$ cat src/rtl/qgi_pkg.sv
// Shared types, constants and arithmetic helpers of the quaternion gyro integrator.
package qgi_pkg;

  // Field and datapath widths
  localparam int QW        = 32;          // quaternion component, Q2.30
  localparam int RATE_W    = 32;          // gyro rate, Q16.16
  localparam int TS_W      = 32;          // time step, unsigned Q0.32
  localparam int MA_W      = 48;          // multiplier operand A
  localparam int MB_W      = 40;          // multiplier operand B
  localparam int MP_W      = MA_W + MB_W; // multiplier product
  localparam int DIGIT_W   = 8;           // operand B bits consumed per cycle
  localparam int MUL_DIGITS = MB_W / DIGIT_W;
  localparam int MCNT_W    = $clog2(MUL_DIGITS);
  localparam int A_W       = 45;          // scaled rate, (|rate| * time_step) >> 18
  localparam int H_W       = 39;          // half angle magnitude, Q.30
  localparam int TM_W      = 40;          // update term magnitude
  localparam int ACC_W     = 44;          // unsaturated component accumulator
  localparam int SUM_W     = 63;          // sum of squares, Q.58
  localparam int ROOT_W    = 32;          // magnitude, Q.29
  localparam int RCP_W     = 40;          // reciprocal of the magnitude
  localparam int DIV_STEPS = 62;          // bits of the dividend 2^61
  localparam int DCNT_W    = $clog2(DIV_STEPS);
  localparam int SCNT_W    = $clog2(ROOT_W);

  // Arithmetic constants
  localparam logic [26:0]       DEG_TO_RAD_Q32  = 27'd74961321;
  localparam logic [SUM_W-1:0]  MIN_MAG_SQ      = 63'd28823037615171;
  localparam logic [TS_W-1:0]   TIME_STEP_RESET = 32'd21474836;
  localparam logic [QW-1:0]     QUAT_ONE        = {2'b01, {(QW-2){1'b0}}};
  localparam logic [QW-1:0]     QUAT_MAX        = {1'b0, {(QW-1){1'b1}}};
  localparam logic [QW-1:0]     QUAT_MIN        = {1'b1, {(QW-1){1'b0}}};

  // Datapath operation codes
  localparam logic [2:0] OP_RT   = 3'd0;  // |rate| * time_step
  localparam logic [2:0] OP_HD   = 3'd1;  // scaled rate * degrees-to-radians
  localparam logic [2:0] OP_TERM = 3'd2;  // quaternion component * half angle
  localparam logic [2:0] OP_SQ   = 3'd3;  // component squared
  localparam logic [2:0] OP_SQRT = 3'd4;  // square root of the sum of squares
  localparam logic [2:0] OP_DIV  = 3'd5;  // reciprocal of the magnitude
  localparam logic [2:0] OP_NORM = 3'd6;  // component * reciprocal

  // Commands from the controller to the datapath
  typedef struct packed {
    logic       load;    // take the input beat, clear the fallback flag
    logic       start;   // start the unit that op selects
    logic       wb;      // store the result of op
    logic       fall;    // replace the quaternion with identity
    logic       finish;  // move the quaternion into the output register
    logic [2:0] op;
    logic [3:0] idx;
  } cmd_t;

  // Status from the datapath to the controller
  typedef struct packed {
    logic done;      // the selected unit has its result
    logic low_mag;   // magnitude at most 0.01
    logic out_free;  // the output register can take a beat
  } sts_t;

  // One term of the first-order update
  typedef struct packed {
    logic [1:0] dst;   // component being updated (w, x, y, z)
    logic [1:0] src;   // component multiplied
    logic [1:0] axis;  // roll, pitch, yaw
    logic       sub;   // term is subtracted
    logic       first; // first term of its component
    logic       last;  // last term of its component
  } term_t;

  function automatic term_t term_sel(logic [3:0] idx);
    term_t t;
    t = '0;
    case (idx)
      4'd0:    t = '{2'd0, 2'd1, 2'd0, 1'b1, 1'b1, 1'b0};
      4'd1:    t = '{2'd0, 2'd2, 2'd1, 1'b1, 1'b0, 1'b0};
      4'd2:    t = '{2'd0, 2'd3, 2'd2, 1'b1, 1'b0, 1'b1};
      4'd3:    t = '{2'd1, 2'd0, 2'd0, 1'b0, 1'b1, 1'b0};
      4'd4:    t = '{2'd1, 2'd2, 2'd2, 1'b0, 1'b0, 1'b0};
      4'd5:    t = '{2'd1, 2'd3, 2'd1, 1'b1, 1'b0, 1'b1};
      4'd6:    t = '{2'd2, 2'd0, 2'd1, 1'b0, 1'b1, 1'b0};
      4'd7:    t = '{2'd2, 2'd1, 2'd2, 1'b1, 1'b0, 1'b0};
      4'd8:    t = '{2'd2, 2'd3, 2'd0, 1'b0, 1'b0, 1'b1};
      4'd9:    t = '{2'd3, 2'd0, 2'd2, 1'b0, 1'b1, 1'b0};
      4'd10:   t = '{2'd3, 2'd1, 2'd1, 1'b0, 1'b0, 1'b0};
      4'd11:   t = '{2'd3, 2'd2, 2'd0, 1'b1, 1'b0, 1'b1};
      default: t = '0;
    endcase
    return t;
  endfunction

  // Magnitude of a 32-bit two's complement value
  function automatic logic [31:0] mag32(logic [31:0] v);
    return v[31] ? 32'(~v + 32'd1) : v;
  endfunction

  // Saturate the accumulator to the component range
  function automatic logic [QW-1:0] sat_acc(logic [ACC_W-1:0] v);
    logic [ACC_W-QW:0] top;
    top = v[ACC_W-1:QW-1];
    if ((top == '0) || (top == '1)) begin
      return v[QW-1:0];
    end
    return v[ACC_W-1] ? QUAT_MIN : QUAT_MAX;
  endfunction

  // Apply a sign to a magnitude and saturate to the component range
  function automatic logic [QW-1:0] sat_mag(logic [RCP_W-1:0] m, logic neg);
    if (!neg) begin
      return (m[RCP_W-1:QW-1] != '0) ? QUAT_MAX : m[QW-1:0];
    end
    if ((m[RCP_W-1:QW] != '0) || (m[QW-1] && (m[QW-2:0] != '0))) begin
      return QUAT_MIN;
    end
    return QW'(~m[QW-1:0] + 1'b1);
  endfunction

endpackage

$ cat src/rtl/qgi_mul.sv
// Serial multiplier that takes eight bits of operand B per cycle.
module qgi_mul import qgi_pkg::*; (
  input  logic            clk_i,
  input  logic            rst_ni,
  input  logic            start_i,
  input  logic [MA_W-1:0] a_i,
  input  logic [MB_W-1:0] b_i,
  output logic            done_o,
  output logic [MP_W-1:0] p_o
);

  logic                busy_q, busy_d;
  logic                done_q, done_d;
  logic [MCNT_W-1:0]   cnt_q, cnt_d;
  logic [MA_W-1:0]     a_q;
  logic [MB_W-1:0]     b_q;
  logic [MP_W-1:0]     acc_q;
  logic [MA_W+DIGIT_W-1:0] part;

  // One partial product per cycle, most significant digit first
  assign part = a_q * b_q[MB_W-1 -: DIGIT_W];

  always_comb begin
    busy_d = busy_q;
    done_d = 1'b0;
    cnt_d  = cnt_q;
    if (start_i) begin
      busy_d = 1'b1;
      cnt_d  = '0;
    end else if (busy_q) begin
      cnt_d = cnt_q + 1'b1;
      if (cnt_q == MCNT_W'(MUL_DIGITS - 1)) begin
        busy_d = 1'b0;
        done_d = 1'b1;
      end
    end
  end

  always_ff @(posedge clk_i or negedge rst_ni) begin
    if (!rst_ni) begin
      busy_q <= 1'b0;
      done_q <= 1'b0;
      cnt_q  <= '0;
    end else begin
      busy_q <= busy_d;
      done_q <= done_d;
      cnt_q  <= cnt_d;
    end
  end

  always_ff @(posedge clk_i) begin
    if (start_i) begin
      a_q   <= a_i;
      b_q   <= b_i;
      acc_q <= '0;
    end else if (busy_q) begin
      b_q   <= {b_q[MB_W-DIGIT_W-1:0], {DIGIT_W{1'b0}}};
      acc_q <= {acc_q[MP_W-DIGIT_W-1:0], {DIGIT_W{1'b0}}} + MP_W'(part);
    end
  end

  assign done_o = done_q;
  assign p_o    = acc_q;

endmodule

$ cat src/rtl/qgi_sqrt.sv
// Integer square root, one result bit per cycle.
module qgi_sqrt import qgi_pkg::*; (
  input  logic                clk_i,
  input  logic                rst_ni,
  input  logic                start_i,
  input  logic [2*ROOT_W-1:0] rad_i,
  output logic                done_o,
  output logic [ROOT_W-1:0]   root_o
);

  logic                busy_q, done_q;
  logic [SCNT_W-1:0]   cnt_q;
  logic [2*ROOT_W-1:0] rad_q;
  logic [ROOT_W+2:0]   rem_q;
  logic [ROOT_W-1:0]   root_q;
  logic [ROOT_W+2:0]   r2, trial;
  logic                ge;

  // Bring down two radicand bits and try the next root bit
  assign r2    = {rem_q[ROOT_W:0], rad_q[2*ROOT_W-1 -: 2]};
  assign trial = {1'b0, root_q, 2'b01};
  assign ge    = r2 >= trial;

  always_ff @(posedge clk_i or negedge rst_ni) begin
    if (!rst_ni) begin
      busy_q <= 1'b0;
      done_q <= 1'b0;
      cnt_q  <= '0;
    end else begin
      done_q <= 1'b0;
      if (start_i) begin
        busy_q <= 1'b1;
        cnt_q  <= '0;
      end else if (busy_q) begin
        cnt_q <= cnt_q + 1'b1;
        if (cnt_q == SCNT_W'(ROOT_W - 1)) begin
          busy_q <= 1'b0;
          done_q <= 1'b1;
        end
      end
    end
  end

  always_ff @(posedge clk_i) begin
    if (start_i) begin
      rad_q  <= rad_i;
      rem_q  <= '0;
      root_q <= '0;
    end else if (busy_q) begin
      rad_q  <= {rad_q[2*ROOT_W-3:0], 2'b00};
      rem_q  <= ge ? (r2 - trial) : r2;
      root_q <= {root_q[ROOT_W-2:0], ge};
    end
  end

  assign done_o = done_q;
  assign root_o = root_q;

endmodule

$ cat src/rtl/qgi_div.sv
// Restoring divider for 2^61 / magnitude, one quotient bit per cycle.
module qgi_div import qgi_pkg::*; (
  input  logic              clk_i,
  input  logic              rst_ni,
  input  logic              start_i,
  input  logic [ROOT_W-1:0] den_i,
  output logic              done_o,
  output logic [RCP_W-1:0]  quot_o
);

  logic              busy_q, done_q;
  logic [DCNT_W-1:0] cnt_q;
  logic [ROOT_W-1:0] den_q;
  logic [ROOT_W-1:0] rem_q;
  logic [RCP_W-1:0]  quot_q;
  logic [ROOT_W:0]   r2;
  logic              ge;

  // The dividend has a single one in its top bit
  assign r2 = {rem_q, cnt_q == '0};
  assign ge = r2 >= {1'b0, den_q};

  always_ff @(posedge clk_i or negedge rst_ni) begin
    if (!rst_ni) begin
      busy_q <= 1'b0;
      done_q <= 1'b0;
      cnt_q  <= '0;
    end else begin
      done_q <= 1'b0;
      if (start_i) begin
        busy_q <= 1'b1;
        cnt_q  <= '0;
      end else if (busy_q) begin
        cnt_q <= cnt_q + 1'b1;
        if (cnt_q == DCNT_W'(DIV_STEPS - 1)) begin
          busy_q <= 1'b0;
          done_q <= 1'b1;
        end
      end
    end
  end

  always_ff @(posedge clk_i) begin
    if (start_i) begin
      den_q  <= den_i;
      rem_q  <= '0;
      quot_q <= '0;
    end else if (busy_q) begin
      rem_q  <= ge ? ROOT_W'(r2 - {1'b0, den_q}) : r2[ROOT_W-1:0];
      quot_q <= {quot_q[RCP_W-2:0], ge};
    end
  end

  assign done_o = done_q;
  assign quot_o = quot_q;

endmodule

$ cat src/rtl/qgi_dpath.sv
// Datapath: attitude state, arithmetic units, output register and time step.
module qgi_dpath import qgi_pkg::*; (
  input  logic              clk_i,
  input  logic              rst_ni,
  input  cmd_t              cmd_i,
  output sts_t              sts_o,
  input  logic [RATE_W-1:0] rate_roll_i,
  input  logic [RATE_W-1:0] rate_pitch_i,
  input  logic [RATE_W-1:0] rate_yaw_i,
  input  logic              cfg_we_i,
  input  logic [TS_W-1:0]   cfg_data_i,
  input  logic              out_ready_i,
  output logic              out_valid_o,
  output logic [QW-1:0]     out_w_o,
  output logic [QW-1:0]     out_x_o,
  output logic [QW-1:0]     out_y_o,
  output logic [QW-1:0]     out_z_o,
  output logic              out_fell_o
);

  logic [TS_W-1:0]   ts_q;
  logic [RATE_W-1:0] rate_q [3];
  logic [A_W-1:0]    a_q;
  logic [H_W-1:0]    hmag_q [3];
  logic              hneg_q [3];
  logic [QW-1:0]     quat_q [4];
  logic [QW-1:0]     u_q [4];
  logic [ACC_W-1:0]  acc_q;
  logic [SUM_W-1:0]  sum_q;
  logic              fell_q;
  logic              out_valid_q;
  logic [QW-1:0]     out_q [4];
  logic              out_fell_q;

  logic [MA_W-1:0]   mul_a;
  logic [MB_W-1:0]   mul_b;
  logic [MP_W-1:0]   mul_p;
  logic              mul_done, sqrt_done, div_done;
  logic              mul_start, sqrt_start, div_start;
  logic [ROOT_W-1:0] root;
  logic [RCP_W-1:0]  recip;

  term_t             t;
  logic [1:0]        axis;
  logic [1:0]        comp;
  logic [TM_W-1:0]   tm;
  logic              tsub;
  logic [ACC_W-1:0]  base, nacc;

  assign t    = term_sel(cmd_i.idx);
  assign axis = cmd_i.idx[1:0];
  assign comp = cmd_i.idx[1:0];

  // Multiplier operand selection
  always_comb begin
    mul_a = '0;
    mul_b = '0;
    case (cmd_i.op)
      OP_RT: begin
        mul_a = MA_W'(mag32(rate_q[axis]));
        mul_b = MB_W'(ts_q);
      end
      OP_HD: begin
        mul_a = MA_W'(a_q);
        mul_b = MB_W'(DEG_TO_RAD_Q32);
      end
      OP_TERM: begin
        mul_a = MA_W'(mag32(quat_q[t.src]));
        mul_b = MB_W'(hmag_q[t.axis]);
      end
      OP_SQ: begin
        mul_a = MA_W'(mag32(u_q[comp]));
        mul_b = MB_W'(mag32(u_q[comp]));
      end
      OP_NORM: begin
        mul_a = MA_W'(mag32(u_q[comp]));
        mul_b = recip;
      end
      default: begin
        mul_a = '0;
        mul_b = '0;
      end
    endcase
  end

  assign mul_start  = cmd_i.start && (cmd_i.op != OP_SQRT) && (cmd_i.op != OP_DIV);
  assign sqrt_start = cmd_i.start && (cmd_i.op == OP_SQRT);
  assign div_start  = cmd_i.start && (cmd_i.op == OP_DIV);

  qgi_mul u_mul (
    .clk_i   (clk_i),
    .rst_ni  (rst_ni),
    .start_i (mul_start),
    .a_i     (mul_a),
    .b_i     (mul_b),
    .done_o  (mul_done),
    .p_o     (mul_p)
  );

  qgi_sqrt u_sqrt (
    .clk_i   (clk_i),
    .rst_ni  (rst_ni),
    .start_i (sqrt_start),
    .rad_i   ({1'b0, sum_q}),
    .done_o  (sqrt_done),
    .root_o  (root)
  );

  qgi_div u_div (
    .clk_i   (clk_i),
    .rst_ni  (rst_ni),
    .start_i (div_start),
    .den_i   (root),
    .done_o  (div_done),
    .quot_o  (recip)
  );

  // Signed accumulation of one update term
  assign tm   = mul_p[TM_W+29:30];
  assign tsub = t.sub ^ quat_q[t.src][QW-1] ^ hneg_q[t.axis];
  assign base = t.first ? {{(ACC_W-QW){quat_q[t.dst][QW-1]}}, quat_q[t.dst]} : acc_q;
  assign nacc = tsub ? (base - ACC_W'(tm)) : (base + ACC_W'(tm));

  // Time step, attitude state, fallback flag and output handshake
  always_ff @(posedge clk_i or negedge rst_ni) begin
    if (!rst_ni) begin
      ts_q        <= TIME_STEP_RESET;
      quat_q[0]   <= QUAT_ONE;
      quat_q[1]   <= '0;
      quat_q[2]   <= '0;
      quat_q[3]   <= '0;
      fell_q      <= 1'b0;
      out_valid_q <= 1'b0;
    end else begin
      if (cfg_we_i) begin
        ts_q <= cfg_data_i;
      end
      if (cmd_i.load) begin
        fell_q <= 1'b0;
      end
      if (cmd_i.wb && (cmd_i.op == OP_NORM)) begin
        quat_q[comp] <= sat_mag(mul_p[RCP_W+31:32], u_q[comp][QW-1]);
      end
      if (cmd_i.fall) begin
        quat_q[0] <= QUAT_ONE;
        quat_q[1] <= '0;
        quat_q[2] <= '0;
        quat_q[3] <= '0;
        fell_q    <= 1'b1;
      end
      if (cmd_i.finish) begin
        out_valid_q <= 1'b1;
      end else if (out_ready_i) begin
        out_valid_q <= 1'b0;
      end
    end
  end

  // Working values of one item
  always_ff @(posedge clk_i) begin
    if (cmd_i.load) begin
      rate_q[0] <= rate_roll_i;
      rate_q[1] <= rate_pitch_i;
      rate_q[2] <= rate_yaw_i;
    end
    if (cmd_i.wb) begin
      case (cmd_i.op)
        OP_RT: a_q <= mul_p[A_W+17:18];
        OP_HD: begin
          hmag_q[axis] <= mul_p[H_W+32:33];
          hneg_q[axis] <= rate_q[axis][RATE_W-1];
        end
        OP_TERM: begin
          acc_q <= nacc;
          if (t.last) begin
            u_q[t.dst] <= sat_acc(nacc);
          end
        end
        OP_SQ: sum_q <= ((comp == 2'd0) ? '0 : sum_q) + SUM_W'(mul_p[63:2]);
        default: ;
      endcase
    end
    if (cmd_i.finish) begin
      out_q[0]   <= quat_q[0];
      out_q[1]   <= quat_q[1];
      out_q[2]   <= quat_q[2];
      out_q[3]   <= quat_q[3];
      out_fell_q <= fell_q;
    end
  end

  // Status back to the controller
  always_comb begin
    case (cmd_i.op)
      OP_SQRT: sts_o.done = sqrt_done;
      OP_DIV:  sts_o.done = div_done;
      default: sts_o.done = mul_done;
    endcase
    sts_o.low_mag  = sum_q <= MIN_MAG_SQ;
    sts_o.out_free = !out_valid_q || out_ready_i;
  end

  assign out_valid_o = out_valid_q;
  assign out_w_o     = out_q[0];
  assign out_x_o     = out_q[1];
  assign out_y_o     = out_q[2];
  assign out_z_o     = out_q[3];
  assign out_fell_o  = out_fell_q;

`ifndef SYNTHESIS
  // The multiplier reports completion for a single cycle
  assert property (@(posedge clk_i) disable iff (!rst_ni) mul_done |=> !mul_done)
    else $error("multiplier done lasted more than one cycle");

  // Identity falls back only on a small sum of squares
  assert property (@(posedge clk_i) disable iff (!rst_ni) cmd_i.fall |-> sts_o.low_mag)
    else $error("fallback without a small magnitude");

  // A beat flagged as fallback carries the identity
  assert property (@(posedge clk_i) disable iff (!rst_ni)
      (out_valid_q && out_fell_q) |->
      (out_q[0] == QUAT_ONE) && (out_q[1] == '0) && (out_q[2] == '0) && (out_q[3] == '0))
    else $error("fallback beat is not the identity");

  // A new result is never loaded over one still waiting
  assert property (@(posedge clk_i) disable iff (!rst_ni)
      cmd_i.finish |-> (!out_valid_q || out_ready_i))
    else $error("output beat overwritten");
`endif

endmodule

$ cat src/rtl/qgi_ctrl.sv
// Controller: sequences the arithmetic steps of one attitude update.
module qgi_ctrl import qgi_pkg::*; (
  input  logic clk_i,
  input  logic rst_ni,
  input  logic in_valid_i,
  output logic in_ready_o,
  input  sts_t sts_i,
  output cmd_t cmd_o
);

  localparam logic [3:0] S_IDLE  = 4'd0;
  localparam logic [3:0] S_HALF  = 4'd1;
  localparam logic [3:0] S_TERM  = 4'd2;
  localparam logic [3:0] S_SQ    = 4'd3;
  localparam logic [3:0] S_CHECK = 4'd4;
  localparam logic [3:0] S_SQRT  = 4'd5;
  localparam logic [3:0] S_DIV   = 4'd6;
  localparam logic [3:0] S_NORM  = 4'd7;
  localparam logic [3:0] S_OUT   = 4'd8;

  logic [3:0] state_q, state_d;
  logic [3:0] cnt_q, cnt_d;
  logic       wait_q, wait_d;
  logic       unit_step;
  logic       last;
  logic [3:0] next_state;
  logic [2:0] op_sel;
  logic [3:0] idx_sel;

  // Operation, index and successor of each unit state
  always_comb begin
    op_sel     = OP_RT;
    idx_sel    = '0;
    unit_step  = 1'b1;
    last       = 1'b1;
    next_state = S_IDLE;
    case (state_q)
      S_HALF: begin
        op_sel     = cnt_q[0] ? OP_HD : OP_RT;
        idx_sel    = {2'b00, cnt_q[2:1]};
        last       = cnt_q == 4'd5;
        next_state = S_TERM;
      end
      S_TERM: begin
        op_sel     = OP_TERM;
        idx_sel    = cnt_q;
        last       = cnt_q == 4'd11;
        next_state = S_SQ;
      end
      S_SQ: begin
        op_sel     = OP_SQ;
        idx_sel    = cnt_q;
        last       = cnt_q == 4'd3;
        next_state = S_CHECK;
      end
      S_SQRT: begin
        op_sel     = OP_SQRT;
        next_state = S_DIV;
      end
      S_DIV: begin
        op_sel     = OP_DIV;
        next_state = S_NORM;
      end
      S_NORM: begin
        op_sel     = OP_NORM;
        idx_sel    = cnt_q;
        last       = cnt_q == 4'd3;
        next_state = S_OUT;
      end
      default: unit_step = 1'b0;
    endcase
  end

  // State transitions and handshakes with the units
  always_comb begin
    state_d     = state_q;
    cnt_d       = cnt_q;
    wait_d      = wait_q;
    in_ready_o  = state_q == S_IDLE;
    cmd_o       = '0;
    cmd_o.op    = op_sel;
    cmd_o.idx   = idx_sel;
    if (unit_step) begin
      if (!wait_q) begin
        cmd_o.start = 1'b1;
        wait_d      = 1'b1;
      end else if (sts_i.done) begin
        cmd_o.wb = 1'b1;
        wait_d   = 1'b0;
        if (last) begin
          cnt_d   = '0;
          state_d = next_state;
        end else begin
          cnt_d = cnt_q + 1'b1;
        end
      end
    end else begin
      case (state_q)
        S_IDLE: begin
          if (in_valid_i) begin
            cmd_o.load = 1'b1;
            cnt_d      = '0;
            state_d    = S_HALF;
          end
        end
        S_CHECK: begin
          if (sts_i.low_mag) begin
            cmd_o.fall = 1'b1;
            state_d    = S_OUT;
          end else begin
            state_d = S_SQRT;
          end
        end
        S_OUT: begin
          if (sts_i.out_free) begin
            cmd_o.finish = 1'b1;
            state_d      = S_IDLE;
          end
        end
        default: state_d = S_IDLE;
      endcase
    end
  end

  always_ff @(posedge clk_i or negedge rst_ni) begin
    if (!rst_ni) begin
      state_q <= S_IDLE;
      cnt_q   <= '0;
      wait_q  <= 1'b0;
    end else begin
      state_q <= state_d;
      cnt_q   <= cnt_d;
      wait_q  <= wait_d;
    end
  end

endmodule

$ cat src/rtl/quaternion_gyro_integrate.sv
// Quaternion attitude integrator from gyro rates, top level.
//
// Input stream: each beat carries rate_roll, rate_pitch and rate_yaw in
// degrees per second, signed Q16.16. Output stream: each beat carries the
// updated quaternion w, x, y, z in signed Q2.30, and tuser is set when the
// magnitude was at most 0.01 and the identity was used instead.
// The cfg channel writes the time step (unsigned Q0.32 seconds); it is
// always ready. The user must write it only while the block is idle; the
// block itself does not enforce this. One input beat gives exactly one
// output beat. Output valid rises after the update is worked through: 26
// multiplications through one serial multiplier (8 bits per cycle), a
// square root, a reciprocal division and the control states; with the
// identity fallback the square root, division and normalisation are
// skipped. The next beat can be accepted as soon as output valid rises.
// One item is worked at a time; s_axis_tready is high while the block is
// idle, also while a finished beat waits.
// After reset the quaternion is the identity and the time step is about
// 5 ms. A stalled receiver holds the output beat; the next item's result
// waits in the attitude state until the output register is free.
module quaternion_gyro_integrate import qgi_pkg::*; (
  input  logic                clk_i,
  input  logic                rst_ni,
  input  logic                s_axis_tvalid,
  output logic                s_axis_tready,
  input  logic [3*RATE_W-1:0] s_axis_tdata,  // rate_roll, rate_pitch, rate_yaw
  output logic                m_axis_tvalid,
  input  logic                m_axis_tready,
  output logic [4*QW-1:0]     m_axis_tdata,  // out_w, out_x, out_y, out_z
  output logic                m_axis_tuser,  // fell_back
  input  logic                cfg_valid_i,
  output logic                cfg_ready_o,
  input  logic [TS_W-1:0]     cfg_data_i
);

  cmd_t          cmd;
  sts_t          sts;
  logic [QW-1:0] w, x, y, z;

  assign cfg_ready_o = 1'b1;

  qgi_ctrl u_ctrl (
    .clk_i      (clk_i),
    .rst_ni     (rst_ni),
    .in_valid_i (s_axis_tvalid),
    .in_ready_o (s_axis_tready),
    .sts_i      (sts),
    .cmd_o      (cmd)
  );

  qgi_dpath u_dpath (
    .clk_i        (clk_i),
    .rst_ni       (rst_ni),
    .cmd_i        (cmd),
    .sts_o        (sts),
    .rate_roll_i  (s_axis_tdata[RATE_W-1:0]),
    .rate_pitch_i (s_axis_tdata[2*RATE_W-1:RATE_W]),
    .rate_yaw_i   (s_axis_tdata[3*RATE_W-1:2*RATE_W]),
    .cfg_we_i     (cfg_valid_i),
    .cfg_data_i   (cfg_data_i),
    .out_ready_i  (m_axis_tready),
    .out_valid_o  (m_axis_tvalid),
    .out_w_o      (w),
    .out_x_o      (x),
    .out_y_o      (y),
    .out_z_o      (z),
    .out_fell_o   (m_axis_tuser)
  );

  assign m_axis_tdata = {z, y, x, w};

endmodule
$ cat config.mk
export PLATFORM = sky130hd
export DESIGN_NAME = quaternion_gyro_integrate
export DESIGN_NICKNAME = d
export VERILOG_FILES = /design/src/rtl/qgi_pkg.sv /design/src/rtl/qgi_mul.sv /design/src/rtl/qgi_sqrt.sv /design/src/rtl/qgi_div.sv /design/src/rtl/qgi_dpath.sv /design/src/rtl/qgi_ctrl.sv /design/src/rtl/quaternion_gyro_integrate.sv
export SDC_FILE = /design/constraint.sdc
export NUM_CORES = 2
export LEC_CHECK = 0
export BUFFER_PORTS_ARGS = -buffer_cell sky130_fd_sc_hd__buf_2
export CAP_MARGIN = 10
export CORE_MARGIN = 1.5
export CORE_UTILIZATION = 65
export DETAILED_ROUTE_END_ITERATION = 6
export PLACE_DENSITY = 0.86
export SLEW_MARGIN = 20
export SYNTH_ARGS = -nofsm -noshare
export SYNTH_HDL_FRONTEND = slang
export SYNTH_HIERARCHICAL = 1
export SYNTH_SLANG_ARGS = --single-unit
export TNS_END_PERCENT = 1
$ cat constraint.sdc
create_clock -name clk_i -period 13.76 [get_ports clk_i]
set_input_delay 1.376 -clock clk_i [delete_from_list [all_inputs] [get_ports clk_i]]
set_output_delay 1.376 -clock clk_i [all_outputs]
set_load 0.05 [all_outputs]
==> key figures <==
Timing
  • Final Hold Viols: 0
  • Worst Max-Slew Pin Slew: 1.211 ns
  • Final Max Tran Viols: 0
  • Unrepaired setup endpoints after global routing: false
  • Max transition margin: 18.66%
  • Setup TNS: 0 ns
  • Post-layout minimum cycle time: 10.63 ns
  • Fin crit share: 77.28%
  • F_max: 94.04 MHz
  • Final setup violation count: 0
  • Layout Skew: 0.04522 ns

Layout
  • Fin util: 71.64%
  • Fill cell count: 7921
  • Most frequent cells in the layout: edfxtp_1, nand2_1, inv_1, nor2_1, a21oi_1
  • Area grow syn2layout: 9.558%
  • Post-layout nets: 8057
  • Layout cell share with drive strength beyond 1: 12.58%
  • Post-Layout Cell Count: 8966
  • Area of the multi-input gates: 39220 µm²
  • Most common cell after layout, fill and taps aside: edfxtp_1
  • Register Area: 33280 µm²

Clock tree
  • Clk_lat worst skew: 0.79 ns
  • Post_cts resized: 0
  • Clk buf depth: 3
  • CTS Buf Count: 133
  • Root buf cell: clkbuf_16
  • Worst-path clk slew: 0.06 ns
  • CTS tree: built
  • Htree depth: 4
  • CTS Sinks: 1209
  • Cts hold-fix bufs: 0
  • Post-CTS Setup Inserts: 0

Worst setup path
  • CP Data Arrival Time: 11.14 ns
  • Slowest cell on the critical path: nand4bb_2
  • Crit path launch type: flip-flop
  • Crit Path Max Fanout: 40
  • CP Class: flip-flop to flip-flop
  • Buf/Inv on CP: 4
  • Most common cell on crit path: mux2i_1
  • Crit path capture type: flip-flop
  • Required time worst endpoint: 14.27 ns
  • Family with the most delay on the worst path: compound AO/OA/AOI/OAI gates
  • Max incr delay on CP: 0.91 ns

Hold path
  • HP Class: flip-flop to flip-flop

Power and ir drop
  • Sequential Power Share: 51.2%
  • P_sw: 1.565 mW
  • Pleak: 33.30 nW
  • Cell-internal power: 5.985 mW
  • Clock power frac: 48.2%
  • Combinational Power Share: 0.6%
  • Switching share of total power: 20.72%
  • Worst vdd ir: 137.9 µV
  • Power density cells: 90.80 nW/µm²

Routing
  • Via density: 6.707
  • Antenna viol nets, final: 0
  • Drc violations: 71
  • Initial DRT Pass Iterations: 7
  • DR iter-0 viols: 8402
  • Detailed Route WL: 235900 µm
  • Via count: 60130
  • Drt wl/cell: 26.31 µm

Floorplanning
  • Row count: 125
  • Core Box Area: 116000 µm²
  • Die height: 344.7 µm
  • Die area: 118800 µm²
  • Die width: 344.7 µm
  • Initial core utilization: 65.39%
  • Io pins: 265

Run
  • Total of max-cap violations: 0

Placed design
  • IO buf count: 263
  • Hpwl dp: 169800 µm
  • Post-Place Cells: 8714
  • Final estimated routing congestion in global placement: 1.063

Global route
  • Initial antenna violation count: 13
  • GRT overflow: 0
  • Largest net degree at the start of global routing: 89
  • First-pass GRT wire length: 352400 µm
  • GRT Overall Usage: 39.58%
  • Vias in the first global route: 58620

Synth
  • Mapped Cells: 7177
  • Syn avg cell area: 10.57 µm²
  • Syn. warnings: 6
  • Post-Syn Area: 75890 µm²

Status
  • Failing checks: design-rule violations
  • Status: finished with violations
## through the flow
step / hold WS, ns / setup slack (ns) / instance area (µm²) / power (mW)
floorplan: 0.4253 / 5.494 / 75900 / 3.946
global placement: 0.4410 / 3.986 / 78670 / 3.985
detailed placement: 0.4695 / 3.676 / 78670 / 3.987
CTS: 0.4798 / 3.549 / 83100 / 7.572
global route: 0.4952 / 2.704 / 83120 / 7.714
finish: 0.4815 / 3.127 / 83140 / 7.549
## power by group through the flow
stage	combinational (mW)	sequential [mW]	clock, mW
final	0.0475	3.86	3.64
after detailed placement	0.0480	3.94	0
after global placement	0.0462	3.94	0
after floorplan	0.0138	3.93	0
after global routing	0.0525	3.86	3.80
after CTS	0.0487	3.86	3.66
## cell type report
type,instances,area share (%)
multi-input cells,5047,47.17
flip-flops and latches,1209,40.03
clock buffers,176,4.482
repair buffers,380,2.655
inverters,554,2.501
well taps,1524,2.293
clock inverters,69,0.8533
diodes,7,0.02107
## sequential cells by signal (all words and copies together) (netlist names), 40 cells and up
signal                flops
u_dpath/acc_q            44
u_dpath/hmag_q          117
u_dpath/u_sqrt/rad_q     64
u_dpath/u_div/quot_o     40
u_dpath/a_q              45
u_dpath/sum_q            63
u_dpath/quat_q          128
u_dpath/rate_q           96
u_dpath/u_q             128
u_dpath/u_mul/p_o        72
u_dpath/u_mul/b_q        40
u_dpath/out_q           128
u_dpath/u_mul/a_q        48
## final timing paths
check	from	to	slack, ns	cells after the start
min reg2reg	u_dpath/u_mul/p_o[0]	u_dpath/u_mul/p_o[0]	0.48	2
min in group asynchronous	rst_ni	u_dpath/quat_q[122]	0.57	1
min	u_dpath/u_mul/p_o[0]	u_dpath/u_mul/p_o[0]	0.48	2
max reg2reg	u_ctrl/state_q[1]	u_dpath/u_q[2][11]	3.13	28
max in group asynchronous	rst_ni	u_dpath/u_div/busy_q	10.85	3
max	u_ctrl/state_q[1]	u_dpath/u_q[2][11]	3.13	28
## routing by layer
layer / vias to the layer above / GRT usage, % / part of all wire (%)
li1: 25810 / - / -
met2: 4154 / 58.98 / 44
met1: 29160 / 50.15 / 36
met5: - / 1.362 / 0.17
met3: 982 / 13.52 / 13
met4: 32 / 23.48 / 7.1
## worst reg2reg max path: cells and delay by family (launching register included)
kind	cells	cell delay [ns]
fa+ha+maj	2	0.85
flops	1	0.64
xor+xnor	3	0.99
buf+inv	4	1.60
mux	5	0.93
compound gates	9	3.86
simple gates	5	1.51
Power figures use the tool's default switching activity.
